[src/sv/bad_pkg.sv]
// Shared types and constants for the box average downsampler.
package bad_pkg;
  localparam int unsigned CHANS = 4;
  // Largest block edge; the sum and count widths below are sized for it.
  localparam int unsigned MAX_FACTOR = 16;
  localparam int unsigned SUM_W = 16;
  typedef logic [SUM_W-1:0] sum_t;
  typedef sum_t [CHANS-1:0] sums_t;
  localparam logic [1:0] REG_FACTOR = 2'd0;
  localparam logic [1:0] REG_WIDTH  = 2'd1;
  localparam logic [1:0] REG_HEIGHT = 2'd2;
  localparam logic [1:0] REG_ALPHA  = 2'd3;
  // Final step of a block, handed from the accumulator to the divider.
  typedef struct packed {
    sums_t        sums;
    logic [8:0]   cnt;
    logic [11:0]  col;
    logic [11:0]  row;
    logic         frame_end;
    logic         alpha;
  } blk_t;
endpackage

[src/sv/bad_div.sv]
// Iterative restoring divider for four block sums by the block pixel count.
module bad_div (
  input  logic           clk,
  input  logic           rst_n,
  input  logic           start,
  input  bad_pkg::blk_t  blk,
  output logic           busy,
  input  logic           out_ready,
  output logic           out_valid,
  output logic [11:0]    out_col,
  output logic [11:0]    out_row,
  output logic [7:0]     avg0,
  output logic [7:0]     avg1,
  output logic [7:0]     avg2,
  output logic [7:0]     avg3,
  output logic           out_frame_end
);
  import bad_pkg::*;
  // Quotients fit in 8 bits, so 8 steps: one quotient bit per step per channel.
  logic            run_r;
  logic [2:0]      step_r;
  blk_t            b_r;
  logic [8:0]      rem_r [CHANS];
  logic [7:0]      q_r   [CHANS];
  logic            ov_r;
  logic [7:0]      res_r [CHANS];
  logic [11:0]     col_r, row_r;
  logic            fe_r;
  logic [9:0]      trial [CHANS];
  logic [8:0]      rem_nxt [CHANS];
  logic [7:0]      q_nxt [CHANS];
  logic [3:0]      bitpos;

  assign bitpos = 4'd7 - {1'b0, step_r};
  always_comb begin
    for (int c = 0; c < CHANS; c++) begin
      trial[c] = {rem_r[c], b_r.sums[c][bitpos]};
      q_nxt[c] = q_r[c];
      if (trial[c] >= {1'b0, b_r.cnt}) begin
        rem_nxt[c] = 9'(trial[c] - {1'b0, b_r.cnt});
        q_nxt[c][bitpos[2:0]] = 1'b1;
      end else begin
        rem_nxt[c] = trial[c][8:0];
      end
    end
  end

  // Sums are below 256*cnt, so the top eight bits are a valid starting remainder.
  always_ff @(posedge clk) begin
    if (!rst_n) begin
      run_r <= 1'b0;
      ov_r  <= 1'b0;
      step_r <= '0;
    end else begin
      if (ov_r && out_ready) ov_r <= 1'b0;
      if (start) begin
        run_r  <= 1'b1;
        step_r <= '0;
        b_r    <= blk;
        for (int c = 0; c < CHANS; c++) begin
          rem_r[c] <= {1'b0, blk.sums[c][15:8]};
          q_r[c]   <= '0;
        end
      end else if (run_r && !(ov_r && !out_ready && step_r == 3'd7)) begin
        for (int c = 0; c < CHANS; c++) begin
          rem_r[c] <= rem_nxt[c];
          q_r[c]   <= q_nxt[c];
        end
        step_r <= step_r + 3'd1;
        if (step_r == 3'd7) begin
          run_r <= 1'b0;
          ov_r  <= 1'b1;
          // The alpha mean reads as zero when alpha is off.
          for (int c = 0; c < CHANS; c++)
            res_r[c] <= (c == CHANS - 1 && !b_r.alpha) ? 8'd0 : q_nxt[c];
          col_r <= b_r.col;
          row_r <= b_r.row;
          fe_r  <= b_r.frame_end;
        end
      end
    end
  end

  assign busy = run_r;
  assign out_valid = ov_r;
  assign out_col = col_r;
  assign out_row = row_r;
  assign avg0 = res_r[0];
  assign avg1 = res_r[1];
  assign avg2 = res_r[2];
  assign avg3 = res_r[3];
  assign out_frame_end = fe_r;
endmodule

[config.mk]
export PLATFORM = sky130hd
export DESIGN_NAME = bad_div
export DESIGN_NICKNAME = d
export VERILOG_FILES = /design/src/sv/bad_pkg.sv /design/src/sv/bad_div.sv
export SDC_FILE = /design/constraint.sdc
export NUM_CORES = 1
export LEC_CHECK = 0
export BUFFER_PORTS_ARGS = -buffer_cell sky130_fd_sc_hd__buf_2
export CORE_ASPECT_RATIO = 1.25
export CORE_MARGIN = 1.5
export CORE_UTILIZATION = 58
export CTS_BUF_LIST = sky130_fd_sc_hd__clkbuf_4 sky130_fd_sc_hd__clkbuf_8
export DETAILED_ROUTE_END_ITERATION = 7
export GPL_TIMING_DRIVEN = 0
export PLACE_DENSITY = 0.93
export SLEW_MARGIN = 15
export SYNTH_ARGS = -nofsm -noshare
export SYNTH_HDL_FRONTEND = slang
export SYNTH_SLANG_ARGS = --single-unit
export TNS_END_PERCENT = 1
[constraint.sdc]
create_clock -name clk -period 4 [get_ports clk]
set_input_delay 0.4 -clock clk [delete_from_list [all_inputs] [get_ports clk]]
set_output_delay 0.4 -clock clk [all_outputs]
set_load 0.005 [all_outputs]
* Word level (Yosys, flattened, before mapping)
Memory sizes are Yosys's and may differ from the RTL's.
Cells that the tools add are included.
** Operators by class
- Add/sub/neg operators :: 6
- Order comparisons :: 7
- Equal/unequal tests :: 1
- Multiplexer cells :: 46
- Bitwise gates (word level) :: 14
- Reductions and logical operators :: 13
** Operators with widths (count)
- 8-bit 2-to-1 mux :: 9
- 9-bit 2-to-1 mux :: 8
- 10-bit by 9-bit >= comparator with 1-bit output :: 4
- 9-bit subtractor :: 4
- 8-bit bitwise OR :: 4
- 1-bit 2-to-1 mux :: 24
- 1-bit binary-select mux with 4-bit select :: 4
- 1-bit bitwise OR :: 8
- 1-bit logical AND :: 5
- 4-bit by 5-bit less-than comparator with 1-bit output (second input constant) :: 1
- 3-bit by 4-bit less-than comparator with 1-bit output (second input constant) :: 1
- 2-bit AND reduction :: 2
- 4-bit AND reduction :: 1
- 2-bit nonzero test :: 2
- 3-bit by 3-bit subtractor with 4-bit output (first input constant) :: 1
- 3-bit by 1-bit adder with 3-bit output (second input constant) :: 1
- 1-bit demux with 3-bit select :: 1
- 3-bit equality test (second input constant) :: 1
- 3-bit by 1-bit >= comparator with 1-bit output (second input constant) :: 1
- 1-bit logical NOT :: 2
- 1-bit NOT :: 2
- 2-bit OR reduction :: 1
** Word-level totals
- Register bits :: 129
- Bits in writable memories :: 100
- Output and inout port bits :: 59
- Word-level logic and storage cells :: 105
- Memories :: 3
** Memory list
- rem_r :: words 4, bits a word 9, read ports 4, clocked after Yosys merged registers in 0, wr ports 4, line bad_div.sv:23 : logic [8:0] rem_r [CHANS];
- q_r :: words 4, bits a word 8, read ports 4, clocked after Yosys merged registers in 0, wr ports 4, line bad_div.sv:24 : logic [7:0] q_r [CHANS];
- res_r :: words 4, bits a word 8, read ports 4, clocked after Yosys merged registers in 0, wr ports 4, line bad_div.sv:26 : logic [7:0] res_r [CHANS];

* Logic depth before layout (Yosys ltp)
Gate-level depths: netlist of the first run.
- Depth after elaboration :: 10
- Gate-level depth with buffers :: 15
- Gate-level depth less buffers :: 12

* Worst setup path before layout of the first run
OpenSTA, ideal clock, no wires.
- Kind :: input port to flip-flop
- Start point :: in start
- End point :: mem q_r[0][0] (enable)
- Library setup time :: 0.396 ns
- Arrival :: 3.109 ns
- Path slack :: 0.495 ns
- Stages :: 2
- Path buffers :: 0
- Cells stage by stage :: and2_1 > or2_2
** RTL lines
- start: declaration :: line bad_div.sv:5 : input logic start,
- end: declaration :: line bad_div.sv:24

==> results of run 1 <==
==> worst max-delay path: stages (launching register included) <==
cell and delay [ns]:
dfxtp_1 0.47, mux2_2 0.38, a221oi_1 0.28, a21oi_1 0.09, a221oi_2 0.34, ha_1 0.23
inv_1 0.05, fa_1 0.42, a211oi_2 0.31, o21a_1 0.23, o211ai_2 0.15, buf_6 0.20
a21o_1 0.21, and2_1 0.16
==> cell families (layout without fill, tap and decap cells) <==
| family | Yosys count | in the layout | synth area share |
|---|---|---|---|
| fa+ha+maj | 42 | 42 | 0.0587 |
| xor+xnor | 19 | 19 | 0.0176 |
| buf+inv | 51 | 245 | 0.0317 |
| flops | 197 | 197 | 0.620 |
| mux | 36 | 36 | 0.0411 |
| simple gates | 193 | 193 | 0.110 |
| compound gates | 162 | 162 | 0.121 |
==> through the flow <==
step,setup TNS (ns),utilization,cell area (um^2),std cells,power (mW)
after floorplan,0,-,9470,700,2.93
after global placement,-45.10,0.656,10500,1077,3.10
after detailed placement,0,0.659,10600,1079,3.13
after CTS,0,0.685,11000,1110,4.43
after global routing,0,0.685,11000,1110,4.58
final,0,0.685,11000,1110,4.42
==> worst min-delay path by stage <==
| stage | endpoint | start | depth (start not counted) |
|---|---|---|---|
| finish | b_r[37] | blk[37] | 1 |
| detailed placement | out_row[5] | b_r[7] | 0 |
| CTS | b_r[32] | blk[32] | 1 |
| floorplan | out_col[0] | b_r[14] | 0 |
| global route | b_r[33] | blk[33] | 1 |
| global placement | out_col[8] | b_r[22] | 0 |
==> per-layer routing <==
metal	vias up	global-route usage
li1	3050	-
met5	-	0
met4	0	0.133
met1	3107	0.307
met3	66	0.0746
met2	292	0.399
==> layout make-up <==
type                       count  area, um^2
buffer                        28         214
clock buffer                  18         241
clock inverter                13         165
fill                        1144        5060
inverter                      23        86.3
multi-input combinational    452        3320
sequential                   197        5870
tap                          216         270
timing repair buffer         163         853
==> state kept, by name (all words and copies together), names as in the netlist <==
register / count
out_frame_end: 1
rem_r: 36
q_r: 32
res_r: 32
out_valid: 1
b_r: 67
out_col: 12
out_row: 12
busy: 1
step_r: 3
==> what timing repair did <==
item                                    4_1_cts  5_1_grt
gates resized for setup                       1        1
endpoints found under the setup margin        1        1
setup buffers                                 0        0
hold buffers                                  0        0
==> power by group <==
group | internal [mW] | switching [mW]
Clock | 0.582 | 0.738
Combinational | 0.296 | 0.394
Sequential | 2.37 | 0.0377
Total | 3.25 | 1.17
==> Yosys cell counts (all sizes together) (12+ instances only) <==
cell | count | share of area
ha | 38 | 0.050
edfxtp | 192 | 0.61
a21o | 29 | 0.024
nor2b | 12 | 0.0079
nand3 | 28 | 0.015
a21oi | 37 | 0.021
buf | 18 | 0.015
nand2 | 47 | 0.019
nor2 | 28 | 0.011
mux2i | 31 | 0.033
xor2 | 13 | 0.012
inv | 23 | 0.0091
o21ai | 29 | 0.015
and2 | 27 | 0.018
==> summary by stage, run 1 <==
Routing
After detailed routing, the total wire length is a little over 20 mm. The initial detailed-routing violation count is approximately 520. The highest metal layer with signal wires is met4. Wire segments on met2 add up to about 9.9 mm in the final route. The remaining antenna violation count after routing is 0. Detailed routing inserted a total of around 6500 vias.

The routed length on met1 is 8.01 mm. The met3 wire length is between 1.5 and 2 mm. In the routed layout, each cell is associated on average with a via count of 5.87.

The routed wire length per instance is 18.5 um. The first TritonRoute pass finished after 5 iterations. The total DRC errors in the routed layout is 0.

Die
The full die area is 17100 um^2. In this run the core area contains 52 standard-cell rows. The starting density of the core is 0.589.

The die extent in x is about 120 um. The floorplan step defined a core boundary enclosing 16100 um^2. From bottom edge to top edge, the die measures 146 um. The number of primary I/O pins is 162.

Setup path
The type of the worst setup path is reg2reg. STA puts the critical path data required time at between 4 and 5 ns. The maximum fanout along the worst path is 10. The critical path starts at step_r[0].

The startpoint identified for the worst register-to-register timing path is step_r[0]. The end of the worst register-to-register path is q_r[0][0]. The end of the critical path is q_r[0][0].

The arrival time at the worst endpoint is 4.00 ns. The setup check on the worst reg-to-reg path leaves a slack of 0.23 ns. For the worst flop-to-flop path, the logic depth is 13. STA classifies the critical path startpoint as a register.

The worst setup path is captured at a register.

Timing
In the post-route analysis, the smallest setup slack over all paths is 0.234 ns. For the final database, setup skew stands at 0.0149 ns. The maximum operating frequency is around 270 MHz.

The count of endpoints failing setup in the final report is 0. Hold timing on the final database bottoms out at a slack of between 0.09 and 0.1 ns. Counting I/O delays and the setup requirement, the final critical path takes 3.77 ns. The number of hold violations in the final report was 0. The max-slew violation count came to 0. In this run the tightest slew margin relative to its limit is 0.252. Setup repair after global routing left no endpoint under its margin. For the pin with the worst max-slew slack, the measured transition is 1.12 ns. In the finished design, the share of the clock period the worst path needs comes to 0.941.

Yosys
The number of synthesized flops with an enable pin is 192. The summed instance area of the synthesized netlist is 9470 um^2. The number of nets produced by synthesis is 845. The post-synthesis average cell area is 13.5 um^2. The synthesized instance count is 700. Counting flops with an async set or reset pin after synthesis yields a share of 0. After synthesis, the netlist uses 71 different library cells.

During synthesis, Yosys emitted a total of 0 warnings. Of the synthesized area, sequential elements account for 0.620. Counting flops and latches in the post-synthesis netlist gives a little under 200. The most common flop cell mapped by yosys is edfxtp_1.

CTS
Clock-pin slew was measured on the worst setup and hold paths at 0.10 ns. CTS saw 197 sinks. The number of levels in the clock H-tree is 4. The total clock buffers created by CTS is 17. The buffer depth of the longest clock path is 2. The tree is rooted in a clkbuf_8. At the later pin of the worst-skew pair, clock insertion delay measures between 0.4 and 0.5 ns. TritonCTS built the clock tree.

Hold path
The path type of the worst min-delay path is in2reg.

Global routing
Entering global routing, the biggest net connects 46 pins. In the global route stage, overall resource usage came out at 0.251. The leftover overflow at the end of global routing is 0. The first global-routing pass estimated roughly 32 mm of wire.

The via count of the first global-routing pass came to 6445. The number of antenna violations at the first check in global routing is 0.

Status
The run finished with clean final reports.

Finish
Compared with the post-synthesis result, the final layout area differs by 16.4%. The total number of nets in the final design is 1027. In the layout the commonest cells are 192 x edfxtp_1, 167 x buf_2, 47 x nand2_1, 38 x ha_1, 33 x a21oi_1.

The most common library cell in the layout ignoring fill and taps is edfxtp_1. Of the cells placed in the final design, the portion with a size suffix greater than 1 is 0.270. The count of antenna diodes in the layout is 0.

Pwr
The analysis attributes to cell leakage a power of 4.40 nW. IR analysis of the VDD net gives a maximum drop of 0.000399 V. The areal power density over the cells is 401 nW/um^2.

Run
The number of max-cap violations is 0.

Placed design
The congestion estimate from routability-driven global placement came to 0.885. Timing analysis after detailed placement gives a worst setup slack of 0.0337 ns. The count of buffers added on input and output ports is 161. The detailed-placement wirelength estimate is 14.8 mm.
(Power assumes the default switching activity.)
==> inputs of run 2 (changes only) <==
--- a/config.mk
+++ b/config.mk
@@ -8,11 +8,11 @@
 export BUFFER_PORTS_ARGS = -buffer_cell sky130_fd_sc_hd__buf_2
 export CORE_ASPECT_RATIO = 1.25
 export CORE_MARGIN = 1.5
-export CORE_UTILIZATION = 58
+export CORE_UTILIZATION = 40
 export CTS_BUF_LIST = sky130_fd_sc_hd__clkbuf_4 sky130_fd_sc_hd__clkbuf_8
 export DETAILED_ROUTE_END_ITERATION = 7
 export GPL_TIMING_DRIVEN = 0
-export PLACE_DENSITY = 0.93
+export PLACE_DENSITY = 0.71
 export SLEW_MARGIN = 15
 export SYNTH_ARGS = -nofsm -noshare
 export SYNTH_HDL_FRONTEND = slang
==> summary by stage, run 2 (synthesized netlist as in run 1, its figures left out) <==
Hold path
The tightest min-delay check is of the in2reg type.

Setup path
The maximum fanout along the worst path is 10 (unchanged). The kind of end point of the critical path is a register. STA classifies the critical path startpoint as a register. The type of the worst setup path is reg2reg. The arrival time at the worst endpoint is 3.93 ns (-0.07 ns). The required time at the worst-slack endpoint is 4.25 ns (+0.02 ns).

Die
The number of primary I/O pins came to 162 (unchanged). The starting density of the core is 0.409 (-0.180). The core outline area is 23100 um^2 (+44%). The die extent in y is 175 um (+20%). The full die area was 24600 um^2 (+44%). The cell row count is 62 (+19%). The die extent in x is 141 um (+20%).

CTS
The buffer depth of the longest clock path is 2 (unchanged). The number of levels in the clock H-tree is 4 (unchanged). The clock insertion delay at the later pin of the skew report is 0.49 ns (+0.02 ns). The total clock buffers created by CTS is 17 (unchanged). The clock tree from TritonCTS is yes. The clock slew at the register clock pins of the worst setup and hold paths is 0.11 ns (about the same). The count of clock tree sinks is 197 (unchanged). The buffer cell driving the clock tree root is clkbuf_8.

Timing
The max-slew violation count is 0 (unchanged). The maximum operating frequency came to 272 MHz (+2.4%). The tightest slew margin relative to the limit came to 0.443 (+0.191).

Setup repair after global routing left no endpoint under its margin. The clock skew was 0.0226 ns (+0.00762 ns). The worst-margin pin slew is 0.829 ns (-0.293 ns). The final critical path time including I/O delays and setup is 3.68 ns (-0.0895 ns). The share of the clock period used by the worst path after layout is 0.919 (-0.0224). The count of endpoints failing setup in the final report is 0 (unchanged). The number of hold violations in the final report is 0 (unchanged).

Global routing
The pin count of the biggest net entering global routing is 53 (+15%). The via count of the first global-routing pass is 6388 (-0.88%). The all-layer global routing usage is 0.178 (-0.0725). The leftover overflow at the end of global routing was 0 (unchanged).

The wire length of the first global-routing pass is 33.4 mm (+4.5%). The number of antenna violations at the first check in global routing is 1 (+1).

Finish
The largest registers in the layout are b_r (67), rem_r (36). The sequential standard cell area came to 5870 um^2 (about the same). The area of combinational cells with multiple inputs came to 3320 um^2 (about the same). The post-route core utilization is 0.482 (-0.204). The flip-flop count of the largest register after layout is 67 (unchanged). In the layout the commonest cells are 192 x edfxtp_1, 167 x buf_2, 47 x nand2_1, 38 x ha_1, 33 x a21oi_1. Ranked by flip-flop count, first place goes to b_r. The total number of nets in the final design was 1028 (+0.097%). The fraction of layout instances using a drive strength above 1 is 0.272 (+0.00275). The synthesis-to-layout area growth is 17.6%. Leaving out fill and tap cells, the most frequent cell in the layout is edfxtp_1. The count of antenna diodes in the layout is 0 (unchanged).

The number of fillers in the final layout was 2094 (+83%).

Routing
The average vias per placed instance is 5.29 (-9.8%). The detailed-route via count came to 6266 (-3.8%). The initial detailed-routing violation count is 412 (-21%). The number of detailed-routing iterations run before antenna repair came to 5 (unchanged). The total DRC errors in the routed layout came to 0 (unchanged). The remaining antenna violation count after routing is 0 (unchanged).

The final wirelength is 21.2 mm (+3.4%). The routed wire length per instance came to 17.9 um (-3.0%).

Pwr
The relative contribution of sequential cells to total power is 0.539 (-0.006). The leakage dissipation is 4.42 nW (+0.33%). The areal power density over the cells is 401 nW/um^2 (about the same). The internal power is 3.34 mW (+2.8%). The maximum resistive drop on vdd was 0.000312 V (-22%). The part of the total power dissipated in the clock network is 0.307 (+0.008).

The sum of internal, switching and leakage power is 4.46 mW (+1.0%). The net load switching power was 1.12 mW (-4.1%). The combinational group share of total power is 0.154 (-0.002). The switching part of the total power is 0.251 (-0.0133).

Placed design
The quantity of I/O buffers inserted on ports is 161 (unchanged). The detailed-placement wirelength estimate is 15.5 mm (+5.3%). The routability congestion estimate was 0.848 (-4.2%).

Status
The flow ran to the end, and the final reports show no timing, DRC or antenna violations.

Run
The number of max-cap violations is 0 (unchanged).
[run 2: cell types whose count changed in the layout (fill, tap and decap cells not counted), sizes merged]
| cell | delta |
|---|---|
| inv | -5 |
| clkinv | +4 |
| bufinv | +2 |
| buf | +1 |
| clkbuf | -1 |
| clkinvlp | +1 |
[run 2: cell type report]
type | count | share of cell area
Inverter | 23 | 0.00775
Clock inverter | 15 | 0.0166
Tap cell | 288 | 0.0324
Clock buffer | 17 | 0.0210
Timing Repair Buffer | 164 | 0.0780
Buffer | 28 | 0.0192
Multi-Input combinational cell | 452 | 0.298
Sequential cell | 197 | 0.527
[run 2: final timing paths]
kind / startpoint / endpoint / slack [ns] / cells after the start
setup reg to reg: step_r[0] / q_r[0][0] / 0.32 / 14
hold / removal: blk[26] / b_r[26] / 0.07 / 1
hold reg to reg: b_r[21] / out_col[7] / 0.41 / 0
setup / recovery: step_r[0] / q_r[0][0] / 0.32 / 14
[run 2: routing by layer]
layer	vias to the layer above	GRT usage	share of wire
met1	2999	0.216	0.41
met3	46	0.0460	0.059
li1	3044	-	-
met5	-	0	0.00061
met4	2	0.0985	0.041
met2	175	0.292	0.49
[run 2: worst max-delay path: stages (launching register included)]
cell and delay (ns):
dfxtp_2 0.41, mux2_2 0.37, a221oi_1 0.29, a21oi_1 0.11, a221oi_2 0.18, buf_4 0.18, ha_1 0.16, inv_1 0.05
fa_1 0.41, a211oi_2 0.32, o21a_1 0.22, o211ai_2 0.18, buf_6 0.22, a21o_1 0.20, and2_1 0.15
[run 2: power groups by stage]
stage / logic (mW) / registers [mW] / clock network (mW)
6_report: 0.686 / 2.40 / 1.37
5_1_grt: 0.761 / 2.41 / 1.46
4_1_cts: 0.687 / 2.41 / 1.39
3_5_place_dp: 0.682 / 2.45 / 0
3_3_place_gp: 0.656 / 2.45 / 0
2_1_floorplan: 0.487 / 2.44 / 0
[run 2: stage by stage]
step	instance area, um^2	instances	worst slack [ns]	hold slack [ns]	setup TNS (ns)
floorplan	9470	700	0.495	0.400	0
global placement	10600	1149	-0.801	0.401	-57.29
detailed placement	10700	1151	-0.243	0.405	-3.00
CTS	11100	1183	0.0166	0.0501	0
global route	11100	1184	0.0650	0.0578	0
finish	11100	1184	0.324	0.0701	0
[run 2: what timing repair did]
action | 4_1_cts | 5_1_grt
buffers inserted | 0 | 1
resized for setup | 1 | 2
hold buffers | 0 | 0
endpoints found under the hold margin | 0 | 0
setup endpoints to repair | 24 | 18
